$ cat src/hdl/bst_pkg.sv
// Package for the buffered serial transmitter.
// Holds word types, controller/datapath command and status structs and shared constants.
// No dependencies.
package bst_pkg;

    // default depth of the byte buffer
    localparam int BUFFER_DEPTH_DEF = 32;

    // first value of the walking data-bit mask
    localparam logic [7:0] MASK_FIRST = 8'h01;

    // input word: mode 0 enqueues data_byte, mode 1 is one bit-time tick
    typedef struct packed {
        logic       mode;
        logic [7:0] data_byte;
    } t_in_item;

    // result word, one per input word
    typedef struct packed {
        logic tx_line;
        logic accepted;
        logic dropped;
        logic busy_res;
    } t_out_item;

    // commands from controller to datapath
    typedef struct packed {
        logic load;        // capture the input word
        logic exec;        // execute cycle: register the result word
        logic store;       // append the byte to the buffer
        logic drop;        // flag a dropped byte
        logic load_shift;  // start bit: load shifter from buffer, line low
        logic shift_bit;   // drive the next data bit
        logic stop;        // stop bit: line high, advance read index
        logic clear;       // with stop: last byte sent, reset both indices
        logic run_next;    // transmitter running after this word
    } t_cmd;

    // status from datapath to controller
    typedef struct packed {
        logic full;        // buffer holds its full depth
        logic mask_zero;   // all eight data bits sent
        logic last;        // byte being sent is the last stored one
    } t_sts;

endpackage

$ cat src/hdl/buffered_serial_transmitter.sv
// Buffered serial transmitter (8N1) with a linear byte buffer: top level.
// Instantiates bst_ctrl and bst_dp; depends on bst_pkg for word types.
//
// Each input word passes through the idle and execute states: busy is high
// in the cycle after start is taken, and no new word is taken while busy.
// The result word follows on o_result with o_valid high for one cycle,
// registered from the execute state; the receiver cannot stall it. The pace
// is set by the buffer's registered read port, which must settle on the
// read index before a start-bit tick loads the shifter. Enqueue words fill
// the buffer; tick words step the line through start, eight data bits
// (LSB first) and stop, and the buffer empties back to index zero when
// its last byte has been sent. No clearing pass follows reset.
module buffered_serial_transmitter #(
    parameter int BUFFER_DEPTH = bst_pkg::BUFFER_DEPTH_DEF
) (
    input  logic               i_clk,
    input  logic               i_rst_n,
    input  logic               start,
    output logic               busy,
    input  bst_pkg::t_in_item  i_item,
    output logic               o_valid,
    output bst_pkg::t_out_item o_result
);

    bst_pkg::t_cmd w_cmd;
    bst_pkg::t_sts w_sts;

    bst_ctrl u_ctrl (
        .i_clk   (i_clk),
        .i_rst_n (i_rst_n),
        .i_start (start),
        .i_mode  (i_item.mode),
        .i_sts   (w_sts),
        .o_busy  (busy),
        .o_cmd   (w_cmd)
    );

    bst_dp #(
        .BUFFER_DEPTH (BUFFER_DEPTH)
    ) u_dp (
        .i_clk       (i_clk),
        .i_rst_n     (i_rst_n),
        .i_data_byte (i_item.data_byte),
        .i_cmd       (w_cmd),
        .o_sts       (w_sts),
        .o_valid     (o_valid),
        .o_result    (o_result)
    );

    // execute lasts a single cycle
    a_busy_one: assert property (@(posedge i_clk) disable iff (!i_rst_n)
        busy |=> !busy)
        else $error("busy held for more than one cycle");

    // every taken word yields its result word
    a_result: assert property (@(posedge i_clk) disable iff (!i_rst_n)
        (start && !busy) |-> ##2 o_valid)
        else $error("result word missing");

    // a word is never both stored and dropped
    a_acc_drop: assert property (@(posedge i_clk) disable iff (!i_rst_n)
        o_valid |-> !(o_result.accepted && o_result.dropped))
        else $error("word both stored and dropped");

    // a drop on a full buffer implies the transmitter is running
    a_drop_run: assert property (@(posedge i_clk) disable iff (!i_rst_n)
        (o_valid && o_result.dropped) |-> o_result.busy_res)
        else $error("drop while transmitter idle");

endmodule

$ cat src/hdl/bst_ctrl.sv
// Controller of the buffered serial transmitter: word sequencing and frame phase.
// Depends on bst_pkg for the command and status structs.
module bst_ctrl (
    input  logic          i_clk,
    input  logic          i_rst_n,
    input  logic          i_start,
    input  logic          i_mode,
    input  bst_pkg::t_sts i_sts,
    output logic          o_busy,
    output bst_pkg::t_cmd o_cmd
);

    localparam logic S_IDLE = 1'b0;
    localparam logic S_EXEC = 1'b1;

    localparam logic [1:0] PH_IDLE  = 2'd0;
    localparam logic [1:0] PH_START = 2'd1;
    localparam logic [1:0] PH_BITS  = 2'd2;

    logic       r_state, n_state;
    logic [1:0] r_phase, n_phase;
    logic       r_running, n_running;
    logic       r_mode;
    logic       w_accept;

    assign o_busy   = (r_state == S_EXEC);
    assign w_accept = i_start && (r_state == S_IDLE);

    // decode the held word into datapath commands and next phase
    always_comb begin
        n_state   = r_state;
        n_phase   = r_phase;
        n_running = r_running;
        o_cmd     = '0;
        o_cmd.load = w_accept;
        case (r_state)
            S_IDLE: begin
                if (w_accept) begin
                    n_state = S_EXEC;
                end
            end
            S_EXEC: begin
                n_state    = S_IDLE;
                o_cmd.exec = 1'b1;
                if (!r_mode) begin
                    if (i_sts.full) begin
                        o_cmd.drop = 1'b1;
                    end else begin
                        o_cmd.store = 1'b1;
                        if (!r_running) begin
                            n_phase   = PH_START;
                            n_running = 1'b1;
                        end
                    end
                end else begin
                    case (r_phase)
                        PH_START: begin
                            o_cmd.load_shift = 1'b1;
                            n_phase          = PH_BITS;
                        end
                        PH_BITS: begin
                            if (i_sts.mask_zero) begin
                                o_cmd.stop = 1'b1;
                                if (i_sts.last) begin
                                    o_cmd.clear = 1'b1;
                                    n_phase     = PH_IDLE;
                                    n_running   = 1'b0;
                                end else begin
                                    n_phase = PH_START;
                                end
                            end else begin
                                o_cmd.shift_bit = 1'b1;
                            end
                        end
                        default: begin
                            // idle or unused code: tick does nothing
                        end
                    endcase
                end
            end
            default: begin
                n_state = S_IDLE;
            end
        endcase
        o_cmd.run_next = n_running;
    end

    // hold control state
    always_ff @(posedge i_clk) begin
        if (!i_rst_n) begin
            r_state   <= S_IDLE;
            r_phase   <= PH_IDLE;
            r_running <= 1'b0;
        end else begin
            r_state   <= n_state;
            r_phase   <= n_phase;
            r_running <= n_running;
        end
    end

    // capture the mode of an accepted word
    always_ff @(posedge i_clk) begin
        if (w_accept) begin
            r_mode <= i_mode;
        end
    end

endmodule

$ cat src/hdl/bst_dp.sv
// Datapath of the buffered serial transmitter: byte buffer, indices, shifter, line, result.
// Depends on bst_pkg for word types, command and status structs.
module bst_dp #(
    parameter int BUFFER_DEPTH = bst_pkg::BUFFER_DEPTH_DEF
) (
    input  logic               i_clk,
    input  logic               i_rst_n,
    input  logic [7:0]         i_data_byte,
    input  bst_pkg::t_cmd      i_cmd,
    output bst_pkg::t_sts      o_sts,
    output logic               o_valid,
    output bst_pkg::t_out_item o_result
);

    localparam int IW = $clog2(BUFFER_DEPTH + 1);
    localparam int AW = $clog2(BUFFER_DEPTH);

    logic [7:0]         r_mem [BUFFER_DEPTH];
    logic [7:0]         r_rd_data;
    logic [7:0]         r_data;
    logic [IW-1:0]      r_wr_idx;
    logic [IW-1:0]      r_rd_idx;
    logic [IW-1:0]      w_rd_inc;
    logic [7:0]         r_shift;
    logic [7:0]         r_mask;
    logic               r_line, n_line;
    logic               r_valid;
    bst_pkg::t_out_item r_result;

    assign w_rd_inc        = r_rd_idx + IW'(1);
    assign o_sts.full      = (r_wr_idx == IW'(BUFFER_DEPTH));
    assign o_sts.mask_zero = (r_mask == 8'd0);
    assign o_sts.last      = (w_rd_inc >= r_wr_idx);

    // capture the byte of an accepted word
    always_ff @(posedge i_clk) begin
        if (i_cmd.load) begin
            r_data <= i_data_byte;
        end
    end

    // buffer: write on store, registered read at the read index
    always_ff @(posedge i_clk) begin
        if (i_cmd.store) begin
            r_mem[r_wr_idx[AW-1:0]] <= r_data;
        end
        r_rd_data <= r_mem[r_rd_idx[AW-1:0]];
    end

    // advance the indices
    always_ff @(posedge i_clk) begin
        if (!i_rst_n) begin
            r_wr_idx <= '0;
            r_rd_idx <= '0;
        end else if (i_cmd.store) begin
            r_wr_idx <= r_wr_idx + IW'(1);
        end else if (i_cmd.stop) begin
            if (i_cmd.clear) begin
                r_wr_idx <= '0;
                r_rd_idx <= '0;
            end else begin
                r_rd_idx <= w_rd_inc;
            end
        end
    end

    // next line level
    always_comb begin
        n_line = r_line;
        if (i_cmd.load_shift) begin
            n_line = 1'b0;
        end else if (i_cmd.shift_bit) begin
            n_line = r_shift[0];
        end else if (i_cmd.stop) begin
            n_line = 1'b1;
        end
    end

    // shifter, mask and line level
    always_ff @(posedge i_clk) begin
        if (!i_rst_n) begin
            r_shift <= '0;
            r_mask  <= '0;
            r_line  <= 1'b1;
        end else begin
            r_line <= n_line;
            if (i_cmd.load_shift) begin
                r_shift <= r_rd_data;
                r_mask  <= bst_pkg::MASK_FIRST;
            end else if (i_cmd.shift_bit) begin
                r_shift <= {1'b0, r_shift[7:1]};
                r_mask  <= {r_mask[6:0], 1'b0};
            end
        end
    end

    // register the result word and its strobe
    always_ff @(posedge i_clk) begin
        if (!i_rst_n) begin
            r_valid <= 1'b0;
        end else begin
            r_valid <= i_cmd.exec;
        end
        if (i_cmd.exec) begin
            r_result.tx_line  <= n_line;
            r_result.accepted <= i_cmd.store;
            r_result.dropped  <= i_cmd.drop;
            r_result.busy_res <= i_cmd.run_next;
        end
    end

    assign o_valid  = r_valid;
    assign o_result = r_result;

endmodule

$ cat config.mk
export PLATFORM = sky130hd
export DESIGN_NAME = buffered_serial_transmitter
export DESIGN_NICKNAME = d
export VERILOG_FILES = /design/src/hdl/bst_pkg.sv /design/src/hdl/buffered_serial_transmitter.sv /design/src/hdl/bst_ctrl.sv /design/src/hdl/bst_dp.sv
export SDC_FILE = /design/constraint.sdc
export NUM_CORES = 1
export LEC_CHECK = 0
export CORE_UTILIZATION = 50
export CTS_CLUSTER_SIZE = 12
export DETAILED_ROUTE_END_ITERATION = 8
export DONT_BUFFER_PORTS = 1
export PLACE_DENSITY = 0.75
export SLEW_MARGIN = 20
export SYNTH_ARGS = -nofsm -noshare
export SYNTH_HDL_FRONTEND = slang
export SYNTH_HIERARCHICAL = 1
export SYNTH_SLANG_ARGS = --single-unit
$ cat constraint.sdc
create_clock -name i_clk -period 3.7 [get_ports i_clk]
set_input_delay 0.37 -clock i_clk [delete_from_list [all_inputs] [get_ports i_clk]]
set_output_delay 0.37 -clock i_clk [all_outputs]
set_load 0.02 [all_outputs]
==> impl_metrics.json <==
{
  "dr_total_vias": 6608,
  "wirelength_mm": 24.7,
  "synthTopCellsByCount": "269 x edfxtp_1, 79 x mux2i_1, 54 x nor2_1",
  "fin_tns_setup_ps": 0,
  "worstSetupStartpointType": "flop",
  "hold_depth": 2,
  "yosys_most_used_dff": "edfxtp_1",
  "worstReg2RegStart": "u_dp/r_wr_idx[0]$_SDFFE_PN0P_",
  "async_reset_ff_share_pct": 0,
  "dp.cells": 1070,
  "ys_seq_elements": 311,
  "cts_tree": "done",
  "final_cells": 1134,
  "min_path_type": "input port to flop",
  "worst_setup_path_end_kind": "flop",
  "path_delay_family": "simple AND/OR/NAND/NOR gates",
  "ios": 18,
  "initial_core_util_pct": 51.1,
  "post_cts_buffers": 0,
  "syn_inst": 759,
  "dp_slack_ps": 857,
  "syn_area_per_cell_um2": 16.4,
  "grt_max_degree": 65,
  "synth.top_cell.area_share_pct": 64.8,
  "critPathKind": "flop to flop",
  "syn_area_um2": 12500,
  "min_from": "i_rst_n",
  "fillers": 1847,
  "ir_drop_uv": 473,
  "reg2reg_slack_ps": 820,
  "ys_types": 54,
  "dpl_cell_area_um2": 12900,
  "finalSetupViolations": 0,
  "cts_max_level": 1,
  "crit_buf_inv": 2,
  "drive_gt1_share_pct": 11.9,
  "clkLatencyLatePin_ps": 550,
  "final-hold-violation-count": 0,
  "grt_setup_unrepaired": "false",
  "power.total_mw": 6.72,
  "drtIter0Drc": 650,
  "p_leak_nw": 4.40,
  "drt.antenna.violating_nets": 0,
  "grt_pass1_wl_mm": 38.0,
  "final_area_um2": 14000,
  "clock-root-buffer": "clkbuf_16",
  "syn_to_final_growth_pct": 12.0,
  "p_per_area_nw_per_um2": 482,
  "ys_top_cells_by_area": "edfxtp_1 65%, dfxtp_1 6.7%, mux2i_1 6.3%",
  "hold_ws_ps": 133,
  "ff_latch_area_um2": 8920,
  "syn-num-nets": 782,
  "max_freq_mhz": 347,
  "tightestPinTransition_ps": 1020,
  "max_stage_delay_ps": 660,
  "yosysWarnings": 6,
  "grt_usage_pct": 19.7,
  "io_buffer_count": 0,
  "timing.reg2reg.worst_path_depth": 8,
  "fp-row-count": 57,
  "avgRoutedWirePerCell_um": 21.8,
  "dieWidth_um": 160,
  "skew_ps": 20.6,
  "r2r_end": "u_dp/r_mem[30][7]$_DFFE_PP_",
  "maxSlewHeadroom_pct": 31.8,
  "slowest_stage": "nor2_1",
  "die_h_um": 160,
  "hpwl_mm": 15.3,
  "core_um2": 24400,
  "status": "finished clean",
  "fin_crit_sh_pct": 77.9,
  "yosysSeqAreaShare_pct": 71.6,
  "cp.required_ps": 3860,
  "min_period_ps": 2880,
  "globalplace.congestion": 0.892,
  "antennaDiodeCount": 0,
  "multi_input_area_um2": 3260,
  "clk_pin_slew_ps": 60,
  "finalNetCount": 817,
  "slew_viol_final": 0,
  "overflow": 0,
  "drc": 0,
  "clockBufferDepth": 3,
  "clock-sinks": 311,
  "yosys.area.top_type": "edfxtp_1",
  "setup_ws_ps": 818,
  "grt_pass1_vias": 6675,
  "cts_made_buffers": 31,
  "firstDrtPassIters": 7,
  "antenna_found_initial": 1,
  "synth-edff-count": 269,
  "synth_most_common_cell": "edfxtp_1",
  "die_area_um2": 25600,
  "cp.arrival_ps": 3040,
  "critPathMaxFanout": 13,
  "min_to": "u_dp/r_mask[2]$_SDFFE_PP0P_",
  "path_cells": "inv_1 > ha_1 > nand2_1 > nor2_1 > nor3b_1 > buf_4 > nand2_1 > nor2_1",
  "viasPerCell": 5.83,
  "fin_util_pct": 57.2,
  "drv_cap": 0
}
==> cell usage in the layout, fill, tap and decap left out, types with 4 or more instances in the layout <==
cell	instances
a22oi_1	18
nand2_1	39
buf_4	28
mux4_2	14
a221oi_1	6
a21boi_1	4
nor2b_1	11
clkbuf_1	10
dfxtp_1	40
nor3_1	5
a22o_1	8
a31oi_1	4
or4_1	4
ha_1	11
nor2_1	54
dlygate4sd3_1	11
o21ai_0	14
xnor2_1	4
and2_1	11
nand2b_1	7
clkbuf_16	32
a21oi_1	22
inv_1	9
edfxtp_1	269
mux2i_1	79
mux4_1	18
nand3_1	30
==> how the worst max path moves through the flow <==
| stage | to | startpoint | slack [ps] | depth (start not counted) |
|---|---|---|---|---|
| 2_1_floorplan | u_dp/r_wr_idx[3]$_SDFFE_PN0P_ | u_dp/r_rd_idx[0]$_SDFFE_PN0P_ | 810 | 13 |
| 3_3_place_gp | u_dp/r_wr_idx[3]$_SDFFE_PN0P_ | u_dp/r_rd_idx[2]$_SDFFE_PN0P_ | 920 | 10 |
| 3_5_place_dp | u_dp/r_mem[30][1]$_DFFE_PP_ | u_dp/r_wr_idx[0]$_SDFFE_PN0P_ | 860 | 8 |
| 4_1_cts | u_dp/r_mem[30][7]$_DFFE_PP_ | u_dp/r_wr_idx[0]$_SDFFE_PN0P_ | 830 | 8 |
| 5_1_grt | u_dp/r_mem[29][3]$_DFFE_PP_ | u_dp/r_wr_idx[0]$_SDFFE_PN0P_ | 620 | 8 |
| 6_report | u_dp/r_mem[30][7]$_DFFE_PP_ | u_dp/r_wr_idx[0]$_SDFFE_PN0P_ | 820 | 8 |
==> cell families (layout without fill, tap and decap cells) <==
group	Yosys count	count (layout)	share of synthesized area, %
mux	111	111	12.7
flops	311	311	71.6
xor+xnor	5	5	0.351
simple gates	178	178	7.11
buf+inv	53	104	2.29
compound gates	90	90	4.91
fa+ha+maj	11	11	1.10
==> timing repair <==
action	CTS	global route
gates resized for setup	0	0
hold buffers	11	0
endpoints found under the hold margin	33	0
==> registers in the layout, indices dropped and copies added, names as in the netlist <==
| signal | flops |
|---|---|
| u_dp/r_mem | 256 |
| u_dp/r_data | 8 |
| u_dp/r_mask | 8 |
| u_dp/r_rd_data | 8 |
| u_dp/r_shift | 8 |
| u_dp/r_rd_idx | 6 |
| u_dp/r_wr_idx | 6 |
| u_dp/o_result | 4 |
| u_ctrl/r_phase | 2 |
| u_ctrl/o_busy | 1 |
| u_ctrl/r_mode | 1 |
| u_ctrl/r_running | 1 |
| u_dp/o_valid | 1 |
| u_dp/r_line | 1 |
==> worst reg2reg max path: cells and delay by family, from the launching register on <==
kind	cells	cell delay, ps
AND/OR/NAND/NOR	5	1420
buffers and inverters	2	350
flip-flops	1	500
adder cells (fa/ha/maj)	1	230
==> per-layer routing <==
layer | vias up | track usage (%) | share of wire [%]
li1 | 3012 | - | -
met1 | 3309 | 26.1 | 42
met2 | 225 | 33.3 | 49
met3 | 62 | 2.81 | 5.7
met4 | 0 | 7.71 | 3.7
met5 | - | 0 | 0
==> report_power, final <==
group	switching, mW	total [mW]	leakage [nW]	internal (mW)
Combinational	0.0607	0.0972	1.20	0.0365
Clock	1.18	2.76	0.430	1.58
Sequential	0.0365	3.86	2.77	3.83
==> layout make-up <==
cell class                      instances  share of cell area [%]
Clock buffer                           43                    6.11
Clock inverter                          6                   0.188
Inverter                                9                   0.242
Multi-Input combinational cell        395                    23.4
Sequential cell                       311                    64.0
Tap cell                              324                    2.91
Timing Repair Buffer                   46                    3.21
No activity file was read; power rests on OpenSTA's default activity.
